File: config.mk
export PLATFORM = sky130hd
export DESIGN_NAME = partition_table_fit_allocator
export DESIGN_NICKNAME = d
export VERILOG_FILES = /design/src/rtl/core/ptfa_pkg.sv /design/src/rtl/core/partition_table_fit_allocator.sv /design/src/rtl/core/ptfa_cell.sv
export SDC_FILE = /design/constraint.sdc
export NUM_CORES = 2
export LEC_CHECK = 0
export BUFFER_PORTS_ARGS = -buffer_cell sky130_fd_sc_hd__buf_4
export CAP_MARGIN = 20
export CELL_PAD_IN_SITES_DETAIL_PLACEMENT = 1
export CELL_PAD_IN_SITES_GLOBAL_PLACEMENT = 2
export CORE_MARGIN = 3
export CORE_UTILIZATION = 42
export CTS_CLUSTER_SIZE = 14
export DETAILED_ROUTE_END_ITERATION = 10
export HOLD_SLACK_MARGIN = 0.1
export PLACE_DENSITY_LB_ADDON = 0.1
export SLEW_MARGIN = 15
export SYNTH_ARGS = -nofsm -noshare
export SYNTH_HDL_FRONTEND = slang
export SYNTH_SLANG_ARGS = --single-unit
File: constraint.sdc
create_clock -name i_clk -period 23.5 [get_ports i_clk]
set_input_delay 4.7 -clock i_clk [delete_from_list [all_inputs] [get_ports i_clk]]
set_output_delay 4.7 -clock i_clk [all_outputs]
set_load 0.05 [all_outputs]
File: src/rtl/core/ptfa_pkg.sv
// shared types and constants for the partition table fit allocator
// no dependencies
`default_nettype none
package ptfa_pkg;
    localparam int SLOTS_DEF = 4;
    localparam int HEADER_DEF = 512;
    localparam int NAME_BITS_DEF = 16;

    // request codes
    localparam logic [1:0] REQ_CREATE = 2'd0;
    localparam logic [1:0] REQ_CREATE_EXT = 2'd1;
    localparam logic [1:0] REQ_RESIZE = 2'd2;
    localparam logic [1:0] REQ_DELETE = 2'd3;

    // fit codes
    localparam logic [1:0] FIT_BEST = 2'd0;
    localparam logic [1:0] FIT_FIRST = 2'd1;
    localparam logic [1:0] FIT_WORST = 2'd2;

    // status codes
    localparam logic [2:0] ST_OK = 3'd0;
    localparam logic [2:0] ST_NO_SPACE = 3'd1;
    localparam logic [2:0] ST_NAME_EXISTS = 3'd2;
    localparam logic [2:0] ST_TABLE_FULL = 3'd3;
    localparam logic [2:0] ST_EXT_EXISTS = 3'd4;
    localparam logic [2:0] ST_NOT_FOUND = 3'd5;
    localparam logic [2:0] ST_TOO_SMALL = 3'd6;
    localparam logic [2:0] ST_NO_GROW = 3'd7;

    // configuration register indexes
    localparam logic [0:0] CFG_DISK_FIT = 1'd0;
    localparam logic [0:0] CFG_DISK_SIZE = 1'd1;

    typedef enum logic [2:0] {
        S_IDLE,
        S_SORT,
        S_SCAN,
        S_DECIDE,
        S_RESP
    } t_state;

    // command to every cell
    typedef struct packed {
        logic        sort_en;   // odd-even sort step
        logic        sort_odd;  // odd phase
        logic        shift_en;  // rotate chain one position
        logic        wr_en;     // write new slot contents into cell holding id
        logic        del_en;    // clear cell holding id
        logic        rsz_en;    // update size of cell holding id
    } t_cell_ctl;
endpackage
`default_nettype wire

File: src/rtl/core/partition_table_fit_allocator.sv
// top level of the partition table fit allocator: cell chain plus command sequencer
// depends on ptfa_pkg and ptfa_cell
//
// A command is taken when i_start is high and o_busy low; its one result is on the
// result ports, marked by o_done, and cannot be stalled. The cells form a chain that
// is first sorted by (start, slot) with an odd-even transposition sort of SLOTS steps,
// then rotated SLOTS times past a hole scanner at the chain head, one hole per cycle.
// Inactive cells sort to the end of the chain.
`default_nettype none
module partition_table_fit_allocator #(
    parameter int SLOTS = ptfa_pkg::SLOTS_DEF,
    parameter int HEADER_BYTES = ptfa_pkg::HEADER_DEF,
    parameter int NAME_BITS = ptfa_pkg::NAME_BITS_DEF
) (
    input  wire logic        i_clk,
    input  wire logic        i_rst_n,
    input  wire logic        i_start,
    output logic             o_busy,
    input  wire logic [1:0]  i_req_type,
    input  wire logic [15:0] i_name_id,
    input  wire logic signed [31:0] i_amount,
    input  wire logic [1:0]  i_part_fit,
    input  wire logic        i_cfg_valid,
    output logic             o_cfg_ready,
    input  wire logic [0:0]  i_cfg_index,
    input  wire logic [30:0] i_cfg_data,
    output logic             o_done,
    output logic [2:0]       o_status,
    output logic [30:0]      o_start_addr,
    output logic [1:0]       o_slot
);
    localparam int IDX_W = (SLOTS > 1) ? $clog2(SLOTS) : 1;
    localparam int CNT_W = $clog2(SLOTS + 1) + 1;
    localparam int NAME_W = (NAME_BITS < 16) ? NAME_BITS : 16;

    // configuration
    logic [1:0]  r_disk_fit;
    logic [30:0] r_disk_size;
    assign o_cfg_ready = 1'b1;
    always_ff @(posedge i_clk) begin
        if (!i_rst_n) begin
            r_disk_fit  <= ptfa_pkg::FIT_FIRST;
            r_disk_size <= '0;
        end else if (i_cfg_valid) begin
            case (i_cfg_index)
                ptfa_pkg::CFG_DISK_FIT:  r_disk_fit  <= i_cfg_data[1:0];
                ptfa_pkg::CFG_DISK_SIZE: r_disk_size <= i_cfg_data;
                default: ;
            endcase
        end
    end

    // latched command
    logic [1:0]        r_req;
    logic [NAME_W-1:0] r_key;
    logic signed [32:0] r_amt;
    logic [1:0]        r_pfit;

    // cell chain
    ptfa_pkg::t_cell_ctl ctl;
    logic [SLOTS-1:0]    c_act, c_ext, swap_sel;
    logic [31:0]         c_start [SLOTS];
    logic [31:0]         c_size  [SLOTS];
    logic [1:0]          c_fit   [SLOTS];
    logic [NAME_W-1:0]   c_name  [SLOTS];
    logic [IDX_W-1:0]    c_id    [SLOTS];
    logic [IDX_W-1:0]    target;
    logic [31:0]         new_start, new_size;

    // cell a sorts before cell b: active first, then by start, then index
    function automatic logic cell_before(input logic aa, input logic [31:0] as,
                                         input logic [IDX_W-1:0] ai, input logic ba,
                                         input logic [31:0] bs, input logic [IDX_W-1:0] bi);
        logic r;
        if (aa != ba) r = aa;
        else if (as != bs) r = as < bs;
        else r = ai < bi;
        return r;
    endfunction

    // swap selection for the current sort phase
    always_comb begin
        swap_sel = '0;
        for (int k = 0; k + 1 < SLOTS; k++) begin
            if ((k[0] == ctl.sort_odd) &&
                cell_before(c_act[k+1], c_start[k+1], c_id[k+1],
                            c_act[k], c_start[k], c_id[k])) begin
                swap_sel[k]   = 1'b1;
                swap_sel[k+1] = 1'b1;
            end
        end
    end

    genvar g;
    generate
        for (g = 0; g < SLOTS; g++) begin : g_cell
            localparam int UP = (g + 1) % SLOTS;
            localparam int DN = (g + SLOTS - 1) % SLOTS;
            // neighbor: rotate takes from above; sort takes the partner
            localparam int PAIR_EVEN = (g % 2 == 0) ? UP : DN;
            localparam int PAIR_ODD  = (g % 2 == 1) ? UP : DN;
            logic [$clog2(SLOTS)-1:0] nb;
            assign nb = ctl.shift_en ? IDX_W'(UP)
                      : (ctl.sort_odd ? IDX_W'(PAIR_ODD) : IDX_W'(PAIR_EVEN));
            ptfa_cell #(.IDX_W(IDX_W), .NAME_W(NAME_W)) u_cell (
                .i_clk      (i_clk),
                .i_rst_n    (i_rst_n),
                .i_ctl      (ctl),
                .i_reset_id (IDX_W'(g)),
                .i_target   (target),
                .i_swap_sel (swap_sel[g]),
                .i_nb_active(c_act[nb]),
                .i_nb_start (c_start[nb]),
                .i_nb_size  (c_size[nb]),
                .i_nb_ext   (c_ext[nb]),
                .i_nb_fit   (c_fit[nb]),
                .i_nb_name  (c_name[nb]),
                .i_nb_id    (c_id[nb]),
                .i_new_start(new_start),
                .i_new_size (new_size),
                .i_new_ext  (r_req == ptfa_pkg::REQ_CREATE_EXT),
                .i_new_fit  (r_pfit),
                .i_new_name (r_key),
                .o_active   (c_act[g]),
                .o_start    (c_start[g]),
                .o_size     (c_size[g]),
                .o_ext      (c_ext[g]),
                .o_fit      (c_fit[g]),
                .o_name     (c_name[g]),
                .o_id       (c_id[g])
            );
        end
    endgenerate

    // sequencer
    ptfa_pkg::t_state r_state, n_state;
    logic [CNT_W-1:0] r_cnt;

    // scanner state
    logic [32:0] r_cur;          // running hole start
    logic        r_found;
    logic [32:0] r_faddr;
    logic [33:0] r_fsize;        // signed, -1 means none
    // name / slot facts gathered during scan
    logic        r_name_hit, r_ext_hit;
    logic [IDX_W-1:0] r_name_slot;
    logic [32:0] r_tstart, r_tsize;  // named slot
    logic        r_seen_t;           // named slot already passed in the scan
    logic        r_lim_ok;
    logic [32:0] r_limit;

    logic head_hole;
    logic [32:0] hs;
    logic signed [33:0] hsize;
    logic [32:0] en;
    logic fits;

    // hole at chain head during scan; last step is the disk end
    always_comb begin
        head_hole = (r_cnt < CNT_W'(SLOTS)) && c_act[0];
        hs = r_cur;
        if (head_hole) begin
            hsize = $signed({2'b00, c_start[0]}) - $signed({1'b0, r_cur});
        end else begin
            hsize = $signed({3'b000, r_disk_size}) - $signed({1'b0, r_cur});
        end
        en = {1'b0, c_start[0]} + {1'b0, c_size[0]};
        fits = (hsize >= $signed(r_amt[32:0]));
    end

    logic scan_live;
    assign scan_live = (r_cnt < CNT_W'(SLOTS)) ? c_act[0] : 1'b1;

    logic [IDX_W-1:0] free_slot;
    logic             free_any;
    always_comb begin
        free_slot = '0;
        free_any = 1'b0;
        for (int i = 0; i < SLOTS; i++) begin
            if (!c_act[i] && (!free_any || c_id[i] < free_slot)) begin
                free_slot = c_id[i];
                free_any = 1'b1;
            end
        end
    end

    logic [2:0]  res_status;
    logic [32:0] res_start;
    logic [IDX_W-1:0] res_slot;
    logic        res_wr, res_del, res_rsz;
    logic signed [34:0] nsize;
    logic        final_found;

    // decision from gathered facts
    always_comb begin
        res_status = ptfa_pkg::ST_OK;
        res_start = '0;
        res_slot = '0;
        res_wr = 1'b0;
        res_del = 1'b0;
        res_rsz = 1'b0;
        nsize = $signed({2'b00, r_tsize}) + $signed({{2{r_amt[32]}}, r_amt});
        final_found = (r_disk_fit == ptfa_pkg::FIT_WORST)
            ? (!r_fsize[33] && ($signed(r_fsize) >= $signed({r_amt[32], r_amt}))) : r_found;
        case (r_req)
            ptfa_pkg::REQ_CREATE, ptfa_pkg::REQ_CREATE_EXT: begin
                if (r_amt[32] || r_amt == '0) res_status = ptfa_pkg::ST_TOO_SMALL;
                else if (!final_found) res_status = ptfa_pkg::ST_NO_SPACE;
                else if (r_req == ptfa_pkg::REQ_CREATE_EXT && r_ext_hit)
                    res_status = ptfa_pkg::ST_EXT_EXISTS;
                else if (r_name_hit) res_status = ptfa_pkg::ST_NAME_EXISTS;
                else if (!free_any) res_status = ptfa_pkg::ST_TABLE_FULL;
                else begin
                    res_start = r_faddr;
                    res_slot = free_slot;
                    res_wr = 1'b1;
                end
            end
            ptfa_pkg::REQ_RESIZE: begin
                if (!r_name_hit) res_status = ptfa_pkg::ST_NOT_FOUND;
                else if (nsize <= 0) res_status = ptfa_pkg::ST_TOO_SMALL;
                else if ($signed({2'b00, r_tstart}) + nsize > $signed({2'b00, r_limit}))
                    res_status = ptfa_pkg::ST_NO_GROW;
                else begin
                    res_slot = r_name_slot;
                    res_rsz = 1'b1;
                end
            end
            default: begin
                if (!r_name_hit) res_status = ptfa_pkg::ST_NOT_FOUND;
                else begin
                    res_slot = r_name_slot;
                    res_del = 1'b1;
                end
            end
        endcase
    end

    assign new_start = res_start[31:0];
    assign new_size  = (r_req == ptfa_pkg::REQ_RESIZE) ? nsize[31:0] : r_amt[31:0];
    assign target    = res_slot;

    // next state
    always_comb begin
        n_state = r_state;
        case (r_state)
            ptfa_pkg::S_IDLE:   if (i_start) n_state = ptfa_pkg::S_SORT;
            ptfa_pkg::S_SORT:   if (r_cnt == CNT_W'(SLOTS - 1)) n_state = ptfa_pkg::S_SCAN;
            ptfa_pkg::S_SCAN:   if (r_cnt == CNT_W'(SLOTS)) n_state = ptfa_pkg::S_DECIDE;
            ptfa_pkg::S_DECIDE: n_state = ptfa_pkg::S_RESP;
            ptfa_pkg::S_RESP:   n_state = ptfa_pkg::S_IDLE;
            default:            n_state = ptfa_pkg::S_IDLE;
        endcase
    end

    // outputs to the cells
    always_comb begin
        ctl = '0;
        case (r_state)
            ptfa_pkg::S_SORT: begin
                ctl.sort_en  = 1'b1;
                ctl.sort_odd = r_cnt[0];
            end
            ptfa_pkg::S_SCAN:   ctl.shift_en = (r_cnt < CNT_W'(SLOTS));
            ptfa_pkg::S_DECIDE: begin
                ctl.wr_en  = res_wr;
                ctl.del_en = res_del;
                ctl.rsz_en = res_rsz;
            end
            default: ;
        endcase
    end

    assign o_busy = (r_state != ptfa_pkg::S_IDLE);

    // sequencer registers and scan accumulation
    always_ff @(posedge i_clk) begin
        if (!i_rst_n) begin
            r_state <= ptfa_pkg::S_IDLE;
            r_cnt   <= '0;
            o_done  <= 1'b0;
        end else begin
            r_state <= n_state;
            o_done  <= (r_state == ptfa_pkg::S_DECIDE);
            if (r_state != n_state) r_cnt <= '0;
            else r_cnt <= r_cnt + 1'b1;
        end
    end

    always_ff @(posedge i_clk) begin
        if (r_state == ptfa_pkg::S_IDLE) begin
            r_req  <= i_req_type;
            r_key  <= i_name_id[NAME_W-1:0];
            r_amt  <= {i_amount[31], i_amount};
            r_pfit <= i_part_fit;
            r_cur  <= 33'(HEADER_BYTES);
            r_found <= 1'b0;
            r_faddr <= '0;
            r_fsize <= '1;
            r_name_hit <= 1'b0;
            r_ext_hit <= 1'b0;
            r_name_slot <= '0;
            r_tstart <= '0;
            r_tsize <= '0;
            r_seen_t <= 1'b0;
            r_lim_ok <= 1'b0;
            r_limit <= '0;
        end else if (r_state == ptfa_pkg::S_SCAN) begin
            // the limit: first active cell after the named one, else disk end
            if (r_cnt == CNT_W'(SLOTS) && !r_lim_ok) r_limit <= {2'b00, r_disk_size};
            if (r_cnt < CNT_W'(SLOTS) && c_act[0]) begin
                if (en > r_cur) r_cur <= en;
                if (c_ext[0]) r_ext_hit <= 1'b1;
                if (r_seen_t && !r_lim_ok) begin
                    r_lim_ok <= 1'b1;
                    r_limit <= {1'b0, c_start[0]};
                end
                if (c_name[0] == r_key &&
                    (!r_name_hit || c_id[0] < r_name_slot)) begin
                    r_name_hit <= 1'b1;
                    r_name_slot <= c_id[0];
                    r_tstart <= {1'b0, c_start[0]};
                    r_tsize <= {1'b0, c_size[0]};
                    r_seen_t <= 1'b1;
                    r_lim_ok <= 1'b0;
                end
            end
            if (r_cnt <= CNT_W'(SLOTS) && scan_live && hsize > 0) begin
                case (r_disk_fit)
                    ptfa_pkg::FIT_FIRST: if (!r_found && fits) begin
                        r_found <= 1'b1;
                        r_faddr <= hs;
                    end
                    ptfa_pkg::FIT_BEST: if (fits && (!r_found ||
                                            hsize < $signed(r_fsize))) begin
                        r_found <= 1'b1;
                        r_faddr <= hs;
                        r_fsize <= hsize;
                    end
                    ptfa_pkg::FIT_WORST: if (hsize >= $signed(r_fsize)) begin
                        r_faddr <= hs;
                        r_fsize <= hsize;
                    end
                    default: ;
                endcase
            end
        end else if (r_state == ptfa_pkg::S_DECIDE) begin
            o_status     <= res_status;
            o_start_addr <= res_start[30:0];
            o_slot       <= 2'(res_slot);
        end
    end
endmodule
`default_nettype wire

File: src/rtl/core/ptfa_cell.sv
// one table cell: holds a slot record and its index, can swap or shift with neighbors
// depends on ptfa_pkg
`default_nettype none
module ptfa_cell #(
    parameter int IDX_W = 2,
    parameter int NAME_W = 16
) (
    input  wire logic                i_clk,
    input  wire logic                i_rst_n,
    input  wire ptfa_pkg::t_cell_ctl i_ctl,
    input  wire logic [IDX_W-1:0]    i_reset_id,
    input  wire logic [IDX_W-1:0]    i_target,
    input  wire logic                i_swap_sel,  // this cell takes the neighbor value
    input  wire logic                i_nb_active,
    input  wire logic [31:0]         i_nb_start,
    input  wire logic [31:0]         i_nb_size,
    input  wire logic                i_nb_ext,
    input  wire logic [1:0]          i_nb_fit,
    input  wire logic [NAME_W-1:0]   i_nb_name,
    input  wire logic [IDX_W-1:0]    i_nb_id,
    input  wire logic [31:0]         i_new_start,
    input  wire logic [31:0]         i_new_size,
    input  wire logic                i_new_ext,
    input  wire logic [1:0]          i_new_fit,
    input  wire logic [NAME_W-1:0]   i_new_name,
    output logic                     o_active,
    output logic [31:0]              o_start,
    output logic [31:0]              o_size,
    output logic                     o_ext,
    output logic [1:0]               o_fit,
    output logic [NAME_W-1:0]        o_name,
    output logic [IDX_W-1:0]         o_id
);
    logic hit;
    assign hit = (o_id == i_target);

    // record update: sort swap, rotate, or a command write, delete or resize
    always_ff @(posedge i_clk) begin
        if (!i_rst_n) begin
            o_active <= 1'b0;
            o_start  <= '0;
            o_size   <= '0;
            o_ext    <= 1'b0;
            o_fit    <= '0;
            o_name   <= '0;
            o_id     <= i_reset_id;
        end else if ((i_ctl.sort_en && i_swap_sel) || i_ctl.shift_en) begin
            o_active <= i_nb_active;
            o_start  <= i_nb_start;
            o_size   <= i_nb_size;
            o_ext    <= i_nb_ext;
            o_fit    <= i_nb_fit;
            o_name   <= i_nb_name;
            o_id     <= i_nb_id;
        end else if (hit && i_ctl.wr_en) begin
            o_active <= 1'b1;
            o_start  <= i_new_start;
            o_size   <= i_new_size;
            o_ext    <= i_new_ext;
            o_fit    <= i_new_fit;
            o_name   <= i_new_name;
        end else if (hit && i_ctl.del_en) begin
            o_active <= 1'b0;
            o_start  <= '0;
            o_size   <= '0;
            o_ext    <= 1'b0;
            o_fit    <= '0;
            o_name   <= '0;
        end else if (hit && i_ctl.rsz_en) begin
            o_size   <= i_new_size;
        end
    end
endmodule
`default_nettype wire
==> summary.md <==
| Metric | Value |
|---|---|
| Status | `finished, final reports clean` |
| CTS buffer count | `82` |
| Total global-route track usage | `0.334` |
| Fraction of layout cells with a size suffix above 1 | `0.0804` |
| Total clock sinks | `roughly 670` |
| Clk buf depth | `3` |
| Hold Fails Final Rpt | `0` |
| Routed WL | `about 190 mm` |
| Crit path max fanout | `32` |
| FF/Latch Area | `roughly 0.014 mm2` |
| GPL Wtd Cong | `0.939` |
| Cell mode on critical path | `a21oi_1` |
| Via density per instance | `6.19` |
| Synth warn | `0` |
| Async SR Flop Fraction | `0` |
| Post-synthesis sequential area ratio | `0.312` |
| Initial Util | `0.427` |
| PostCTS Resize Cnt | `0` |
| Worst Clk Skew | `around 0.025 ns` |
| Later-pin clock latency in the skew report | `a little under 0.7 ns` |
| CTS clk-pin slew, worst paths | `about 0.05 ns` |
| Register bit count reported by yosys | `665` |
| HP Class | `reg -> reg` |
| Root Driver | `clkbuf_16` |
| Max incr delay on CP | `between 0.7 and 0.8 ns` |
| Syn avg cell area | `a little under 8 um2` |
| Io pins | `about 130` |
| Placed inst area | `between 0.04 and 0.05 mm2` |
| Clock network power share | `0.461` |
| DRT Pass-1 Iters | `6` |
| Worst EP required | `approximately 24 ns` |
| Layout Utilization | `0.473` |
| Initial antenna violation count | `10` |
| P_leak | `roughly 20 nW` |
| Synth Net Count | `~6300` |
| Nets | `6175` |
| Largest net degree at the start of global routing | `a little over 200` |
| Tmin final | `approximately 10 ns` |
| RSZ-0062 raised after global routing | `no` |
| Slew @ Worst Pin | `1.25 ns` |
| Synth unique cells | `95` |
| Endpoint class of the critical path | `flop` |
| WP data arrival | `11.05 ns` |
| Multi-input combinational cell area | `approximately 0.029 mm2` |
| Max_slew headroom | `0.143` |
| Setup violators final | `0` |
| Total net switching power | `roughly 0.87 mW` |
| Port Buffer Count | `~120` |
| Vias post-DR | `~44000` |
| Post-CTS Setup Repair Bufs | `0` |
| Max-Cap Viols | `0` |
| Setup TNS | `0 ns` |
| P per Cell Area | `between 50 and 60 mW/mm2` |
| Logic pwr share | `0.140` |
| Critical path launch point type | `flop` |
| Drt initial violations | `around 3400` |
| Int Pwr | `2.10 mW` |
| Period utilisation layout | `0.445` |
| DR WL/cell | `27.0 um` |
| Routed Antenna Nets | `0` |
| Flop pwr share | `0.399` |
| Max VDD drop | `about 0.000047 V` |
| Die span in x | `between 300 and 400 um` |
| Commonest non-fill, non-tap cell in the layout | `nand2_1` |
| FILL cells | `around 13000` |
| Post-DP HPWL | `between 100 and 150 mm` |
| Cell area after layout | `between 0.05 and 0.06 mm2` |
| DIE AREA | `0.112 mm2` |
| Final Max Tran Viols | `0` |
| GR Overflow Total | `0` |
| Sw Share | `0.292` |
| # hold bufs at CTS | `0` |
| Most frequent cells in the layout | `nand2_1, dfxtp_1, a21oi_1` |
| Slowest cell on the critical path | `buf_4` |
| H-tree Lvls | `3` |
| Post-synth EDFFs | `86` |
| Prevailing post-synth register cell | `dfxtp_1` |
| Die extent in y | `335 um` |
| Rows | `119` |
| Core ar. | `0.106 mm2` |
| Vias in the first global route | `43700` |
| Synth Cell Area | `around 0.045 mm2` |
| First-pass GRT wire length | `285 mm` |
| Area Overhead vs Synth | `10.8%` |
| CP Class | `reg -> reg` |
| CTS tree | `done` |
| DRC | `0` |
| Max Clk Rate | `between 90 and 100 MHz` |
| Mapped Cells | `roughly 5800` |
stage by stage:
step	instances	worst slack (ns)	total power, mW	hold slack, ns
global placement	6982	13.51	1.61	0.441
finish	7136	13.04	2.97	0.458
floorplan	5759	16.16	1.46	0.430
detailed placement	6982	13.35	1.62	0.452
CTS	7132	13.29	2.98	0.459
global route	7134	12.70	3.07	0.471
kinds of logic (layout without fill, tap and decap cells):
| group | Yosys count | count (layout) | synth area share |
|---|---|---|---|
| AO/OA/AOI/OAI | 1574 | 1574 | 0.229 |
| XOR/XNOR | 108 | 108 | 0.0209 |
| adder cells (fa/ha/maj) | 411 | 411 | 0.114 |
| buffers and inverters | 705 | 689 | 0.0607 |
| flip-flops | 665 | 665 | 0.312 |
| multiplexers | 294 | 294 | 0.0659 |
| other | 1 | 3 | 0.0000827 |
| AND/OR/NAND/NOR | 2001 | 2001 | 0.197 |
metal layers:
metal | vias up | wire [um] | track usage
met5 | - | 7 | 0
met4 | 2 | 7910 | 0.121
met3 | 269 | 10300 | 0.0372
met2 | 1270 | 85900 | 0.538
met1 | 22100 | 88300 | 0.462
li1 | 20500 | - | -
synth_stat cells, drive strengths merged, types with 65 or more instances:
| master | n | area (um2) |
|---|---|---|
| a211oi | 65 | 503 |
| a21o | 124 | 931 |
| a21oi | 558 | 2800 |
| and2 | 92 | 576 |
| clkbuf | 328 | 1230 |
| dfxtp | 579 | 11600 |
| edfxtp | 86 | 2580 |
| ha | 406 | 5080 |
| inv | 312 | 1170 |
| mux2i | 257 | 2570 |
| nand2 | 968 | 3630 |
| nand3 | 188 | 941 |
| nand4 | 112 | 701 |
| nor2 | 383 | 1440 |
| o2111ai | 70 | 613 |
| o211ai | 146 | 1100 |
| o21ai | 208 | 1040 |
| xnor2 | 77 | 674 |
path summary, 6_finish.rpt:
| check | startpoint | to | slack, ns | cells past startpoint |
|---|---|---|---|---|
| min | r_faddr[28] | r_faddr[28] | 0.46 | 2 |
| max | r_amt[0] | g_cell[1].u_cell.o_start[0] | 13.04 | 32 |
| max reg2reg | r_amt[0] | g_cell[1].u_cell.o_start[0] | 13.04 | 32 |
| min reg2reg | r_faddr[28] | r_faddr[28] | 0.46 | 2 |
critical path: cells and delay by family, from the launching register on:
kind                       cells  cell delay [ns]
AOI/OAI and AO/OA             14             3.91
xor gates and xnor gates       2             0.55
adders and majority gates      4             1.48
buffers and inverters          1             0.73
DFF                            1             0.54
muxes                          1             0.28
and+or+nand+nor               10             2.85
registers in the layout, indices dropped and copies added, names as in the netlist, 16 cells and up:
| register | flops |
|---|---|
| r_disk_size | 31 |
| g_cell.u_cell.o_size | 128 |
| r_limit | 33 |
| g_cell.u_cell.o_start | 128 |
| r_tsize | 32 |
| r_key | 16 |
| r_faddr | 32 |
| r_amt | 32 |
| o_start_addr | 31 |
| r_fsize | 34 |
| r_tstart | 32 |
| hs | 33 |
| g_cell.u_cell.o_name | 64 |
power by group through the flow:
stage | Combinational (mW) | Sequential (mW) | Clock (mW)
after floorplan | 0.257 | 1.20 | 0
after global placement | 0.396 | 1.21 | 0
after detailed placement | 0.405 | 1.21 | 0
after CTS | 0.408 | 1.19 | 1.39
after global routing | 0.450 | 1.19 | 1.43
final | 0.416 | 1.19 | 1.37
cell type report:
class	count	area share
Multi-Input combinational cell	4389	0.569
Antenna cell	2	0.0000996
Tap cell	1391	0.0346
Sequential cell	665	0.282
Clock inverter	36	0.00894
Timing Repair Buffer	225	0.0341
Inverter	314	0.0237
Clock buffer	114	0.0471
(Power assumes the default switching activity.)
